--- src/rtl/core/lpkv_pkg.sv ---
`timescale 1ns / 1ps
// ----------------------------------------------------------------------------
// Linear probe key/value table package
// Shared sizes, status codes, payload types and controller interface types.
// ----------------------------------------------------------------------------
package lpkv_pkg;

  localparam int unsigned SLOTS  = 256;
  localparam int unsigned IDX_W  = $clog2(SLOTS);
  localparam int unsigned CNT_W  = $clog2(SLOTS + 1);
  localparam int unsigned KEY_W  = 64;
  localparam int unsigned VAL_W  = 64;
  localparam int unsigned STAT_W = 3;

  // A new key is refused once count * 4 reaches SLOTS * 3.
  localparam int unsigned LOAD_LIMIT = (SLOTS * 3) / 4;

  typedef enum logic [STAT_W-1:0] {
    ST_HIT     = 3'd0,
    ST_MISS    = 3'd1,
    ST_NEW     = 3'd2,
    ST_UPDATED = 3'd3,
    ST_FULL    = 3'd4
  } status_e;

  typedef enum logic [0:0] {
    MODE_LOOKUP = 1'b0,
    MODE_INSERT = 1'b1
  } mode_e;

  typedef struct packed {
    logic             mode;
    logic [KEY_W-1:0] key;
    logic [VAL_W-1:0] value_in;
  } in_t;

  typedef struct packed {
    logic [STAT_W-1:0] status;
    logic [VAL_W-1:0]  value_out;
    logic [CNT_W-1:0]  occupancy;
  } out_t;

  typedef enum logic [1:0] {
    S_IDLE,
    S_PROBE,
    S_COMMIT
  } state_e;

  typedef struct packed {
    logic load;
    logic advance;
    logic commit;
  } cmd_t;

  typedef struct packed {
    logic hit;
    logic empty;
    logic last;
    logic out_free;
  } stat_t;

endpackage

--- src/rtl/core/lpkv_ctrl.sv ---
`timescale 1ns / 1ps
// ----------------------------------------------------------------------------
// Linear probe key/value table controller
// Sequences accept, slot probing and commit of one request at a time.
// ----------------------------------------------------------------------------
module lpkv_ctrl (
  input  logic           clk_i,
  input  logic           rst_ni,
  input  logic           in_valid_i,
  output logic           in_stall_o,
  input  lpkv_pkg::stat_t stat_i,
  output lpkv_pkg::cmd_t  cmd_o
);
  import lpkv_pkg::*;

  state_e state_q, state_d;

  always_ff @(posedge clk_i or negedge rst_ni) begin
    if (!rst_ni) begin
      state_q <= S_IDLE;
    end else begin
      state_q <= state_d;
    end
  end

  always_comb begin
    state_d = state_q;
    case (state_q)
      S_IDLE: begin
        if (in_valid_i) begin
          state_d = S_PROBE;
        end
      end
      S_PROBE: begin
        if (stat_i.hit || stat_i.empty || stat_i.last) begin
          state_d = S_COMMIT;
        end
      end
      S_COMMIT: begin
        if (stat_i.out_free) begin
          state_d = S_IDLE;
        end
      end
      default: begin
        state_d = S_IDLE;
      end
    endcase
  end

  always_comb begin
    cmd_o      = '0;
    in_stall_o = 1'b1;
    case (state_q)
      S_IDLE: begin
        in_stall_o = 1'b0;
        cmd_o.load = in_valid_i;
      end
      S_PROBE: begin
        cmd_o.advance = !(stat_i.hit || stat_i.empty || stat_i.last);
      end
      S_COMMIT: begin
        cmd_o.commit = stat_i.out_free;
      end
      default: begin
        cmd_o = '0;
      end
    endcase
  end

endmodule

--- config.mk ---
export PLATFORM = sky130hd
export DESIGN_NAME = lpkv_ctrl
export DESIGN_NICKNAME = d
export VERILOG_FILES = /design/src/rtl/core/lpkv_pkg.sv /design/src/rtl/core/lpkv_ctrl.sv
export SDC_FILE = /design/constraint.sdc
export NUM_CORES = 1
export LEC_CHECK = 0
export BUFFER_PORTS_ARGS = -buffer_cell sky130_fd_sc_hd__buf_2
export CORE_AREA = 2 2 39 41
export DETAILED_ROUTE_END_ITERATION = 8
export DIE_AREA = 0 0 41 43
export PLACE_DENSITY_LB_ADDON = 0.05
export SYNTH_ARGS = -nofsm -noshare
export SYNTH_HDL_FRONTEND = slang
export SYNTH_SLANG_ARGS = --single-unit
--- constraint.sdc ---
create_clock -name clk_i -period 1.8 [get_ports clk_i]
set_input_delay 0.09 -clock clk_i [delete_from_list [all_inputs] [get_ports clk_i]]
set_output_delay 0.09 -clock clk_i [all_outputs]
set_load 0.05 [all_outputs]
# Word level (Yosys, flattened, before mapping)

Cells that the tools add are included.

Eq/ne operators: 5
Multiplexer cells: 8
Reductions and logical operators: 5

Operator list:

| cell                                                 | count |
|---|---|
| 2-to-1 mux 2 bit                                     | 3 |
| inequality test 2 bit (second input constant)        | 3 |
| one-hot mux 2 bit (3 select lines)                   | 1 |
| 2-to-1 mux 1 bit                                     | 4 |
| AND reduction 3 bit                                  | 1 |
| equality test 2 x 1 -> 1 bit (second input constant) | 1 |
| equality test 2 bit (second input constant)          | 1 |
| logical NOT 2 bit                                    | 1 |
| logical OR 1 bit                                     | 2 |
| logical NOT 1 bit                                    | 1 |

Register bits after elaboration: 2
Output and inout bits: 4
Logic and storage cells: 19

# Logic depth before layout (Yosys ltp)

Word-level depth: 4
Gate-level depth with buffers: 2

# Worst setup path before layout

No wires, ideal clock.

Kind: reg2reg
Start: register state_q[0]
End: register state_q[0]
Library setup time: 0.070 ns
Arrival: 1.284 ns
Required time: 1.730 ns
Path slack: 0.446 ns
Stages on the path, launching flop included: 3
Clock period less this slack: 1.354 ns
Path through: dfrtp_1 > nor3b_2 > a31o_1

Word-level cells in the longest chain between the ends: 3
Elaborated cells on any way between the ends: 8

Ends and longest elaborated chain:

| item                                                       | RTL line        | RTL |
|---|---|---|
| start: declaration                                         | lpkv_ctrl.sv:16 | `state_e state_q, state_d;` |
| start signal: assignment                                   | lpkv_ctrl.sv:22 | `state_q <= state_d;` |
| equality test 2 x 1 -> 1 bit, or another cell as far along | lpkv_ctrl.sv:28 | `case (state_q)` |
| inequality test 2 bit (no line)                            | n/a             |  |
| AND reduction 3 bit (no line)                              | n/a             |  |

Several ways; a longest one is shown, not always the timed one.
A chain may end at the register's enable or synchronous reset.

==> impl_metrics.toml <==
[global_routing]
grt.total_usage = 0.0502
gr-total-overflow = 0
grt_pass1_wl_microns = 496
antenna_found_initial = 0
grt_max_degree = 7
grt_pass1_vias = 126

[floorplanning]
top_level_ports = 11
initial_core_util = 0.0895
coreArea_sq_mm = 0.00138
fp.dieH_microns = 43
die_w_microns = 41
dieArea_sq_mm = 0.00176
row_count = 14

[worst_setup_path]
crit_family = "flip-flops"
endpoint_kind = "output port"
critical_path_class = "reg -> out"
cp-start-kind = "flip-flop"
crit_chain = "nand2b_1 > nor2_1 > buf_2"
r2r_end = "state_q[1]"
cp_data_arrival_time_ns = 1.17
crit_fanout = 6
cp.buffers_inverters = 1
slowest_delay_ns = 0.42
reg2reg_setup_slack_ns = 0.96
cp.required_ns = 1.71
r2r-start = "state_q[0]"
crit_slowest_cell = "dfrtp_1"
rr_worst_depth = 2

[detailed_routing]
wirelength_microns = 340
drtIter0Drc = 1
antenna_left = 0
vias = 138
wl_per_cell_microns = 7.91
routed_via_density = 3.21
drc = 0
drt_first_pass_iters = 2

[min_path]
hp-class = "in -> reg"
hp-start = "stat_i[0]"
whs_endpoint = "state_q[1]"
whs_path_depth = 2

[flow_run]
maxCapViolations = 0

[yosys]
ys_types = 10
syn_area_per_cell_sq_um = 9.53
synth_fp_nets = 20
ys_seq_area_frac = 0.404
ys_warn_count = 0
synth_area_sq_um = 124
ys_seq_elements = 2
syn_inst = 13

[cells_and_area]
syn2layout_area_growth_pct = 82.8
layout_commonest_cell = "buf_2"
final_area_sq_um = 226
drive_above_1_share = 0.556
largest_register_ffs = 2
final_cell_mix = "buf_2 (10), clkbuf_4 (3), inv_1 (2), nand2b_1 (2), dfrtp_1 (2)"
fin_cells = 43
fin_nets = 36
reg_top3 = "state_q x2"
top_register = "state_q"
n_antenna_cell = 0

[timing]
timing.final.crit_share = 0.697
setup-tns-final_ns = 0
fin_crit_ns = 1.26
setup_viol = 0
rsz0062_at_grt = "false"
drv_slew = 0
timing.hold.ws_ns = 0.0775
clock_skew_ns = 0.000578
max_freq_mhz = 797
worst_pin_slew_ns = 0.251
hold_violations = 0
maxSlewHeadroom = 0.834

[placement]
placed_cells = 39
dp_hpwl_microns = 258
portBuffers = 10
place.gp.congestion = 0.560
postPlaceCellArea_sq_um = 194

[clocking]
h-tree-depth = 1
cts_root_buffer = "clkbuf_4"
cts_inserted_buffers = 3
clock-sinks = 2
cts_resized = 0
cts_setup_buffers = 0
clk_pin_slew_worst_paths_ns = 0.03
worstSkewPairLatency_ns = 0.22
cts_tree = "yes"
clockBufferDepth = 2

[pwr]
leakage_nw = 0.120
p_per_area_mw_per_mm2 = 1720
vdd.ir_drop.worst_mv = 0.378
total_power_w = 0.000390

[status]
status = "finished clean"
per-layer routing:
layer,GRT usage,wire (microns),up-vias
met5,0,0,-
met4,0.0800,0,0
met3,0.0314,39,0
met2,0.0500,161,8
met1,0.0513,140,58
li1,-,-,72
kinds of logic (layout without fill, tap and decap cells):
| kind of cell | count (synthesis) | count (layout) | share of synthesized area |
|---|---|---|---|
| buffers and inverters | 2 | 16 | 0.0606 |
| DFF | 2 | 2 | 0.404 |
| and+or+nand+nor | 7 | 7 | 0.414 |
| AOI/OAI and AO/OA | 2 | 2 | 0.121 |
synth_stat cells, drive strengths merged:
master,number,share of area
dfrtp,2,0.40
inv,2,0.061
nor2,1,0.030
nand2b,2,0.10
nor3,1,0.081
nor3b,1,0.10
or2,1,0.051
and3,1,0.051
o22ai,1,0.051
a31o,1,0.071
metrics by stage:
step                      setup slack [ns]   util
final                                0.545  0.164
after global routing                 0.463  0.164
after floorplan                      0.446      -
after CTS                            0.528  0.164
after detailed placement             0.772  0.140
after global placement               0.770  0.140
power breakdown:
group | leakage, nW | switching [W] | internal (W)
Sequential | 0.0256 | 0.0000274 | 0.0000646
Clock | 0.0138 | 0.0000236 | 0.0000734
Combinational | 0.0808 | 0.000141 | 0.0000600
area by class of cell:
type                    count  area [sq um]
repair buffers             11          60.1
well taps                  16          20.0
clock buffers               3          22.5
inverters                   2          7.51
fillers                   167          1160
multi-input cells           9          66.3
flip-flops and latches      2          50.0
what timing repair did:
action,CTS,global route
hold endpoints to repair,2,0
hold buffers,1,0
endpoints found under the setup margin,0,0
worst reg2reg max path: cells and delay by family (launching register included):
kind             cells  cell delay, ns
flip-flops           1            0.42
AND/OR/NAND/NOR      1            0.18
AO/OA/AOI/OAI        1            0.15
how the worst max path moves through the flow:
stage                          start          to  slack [ns]  depth (start not counted)
final                     state_q[0]    cmd_o[0]        0.54                          3
after global routing      state_q[0]    cmd_o[0]        0.46                          3
after CTS                 state_q[0]    cmd_o[0]        0.53                          3
after detailed placement  state_q[0]    cmd_o[0]        0.77                          3
after global placement    state_q[0]    cmd_o[0]        0.77                          3
after floorplan           state_q[0]  state_q[0]        0.45                          2
Note: power is estimated with default switching activity, not from simulation.
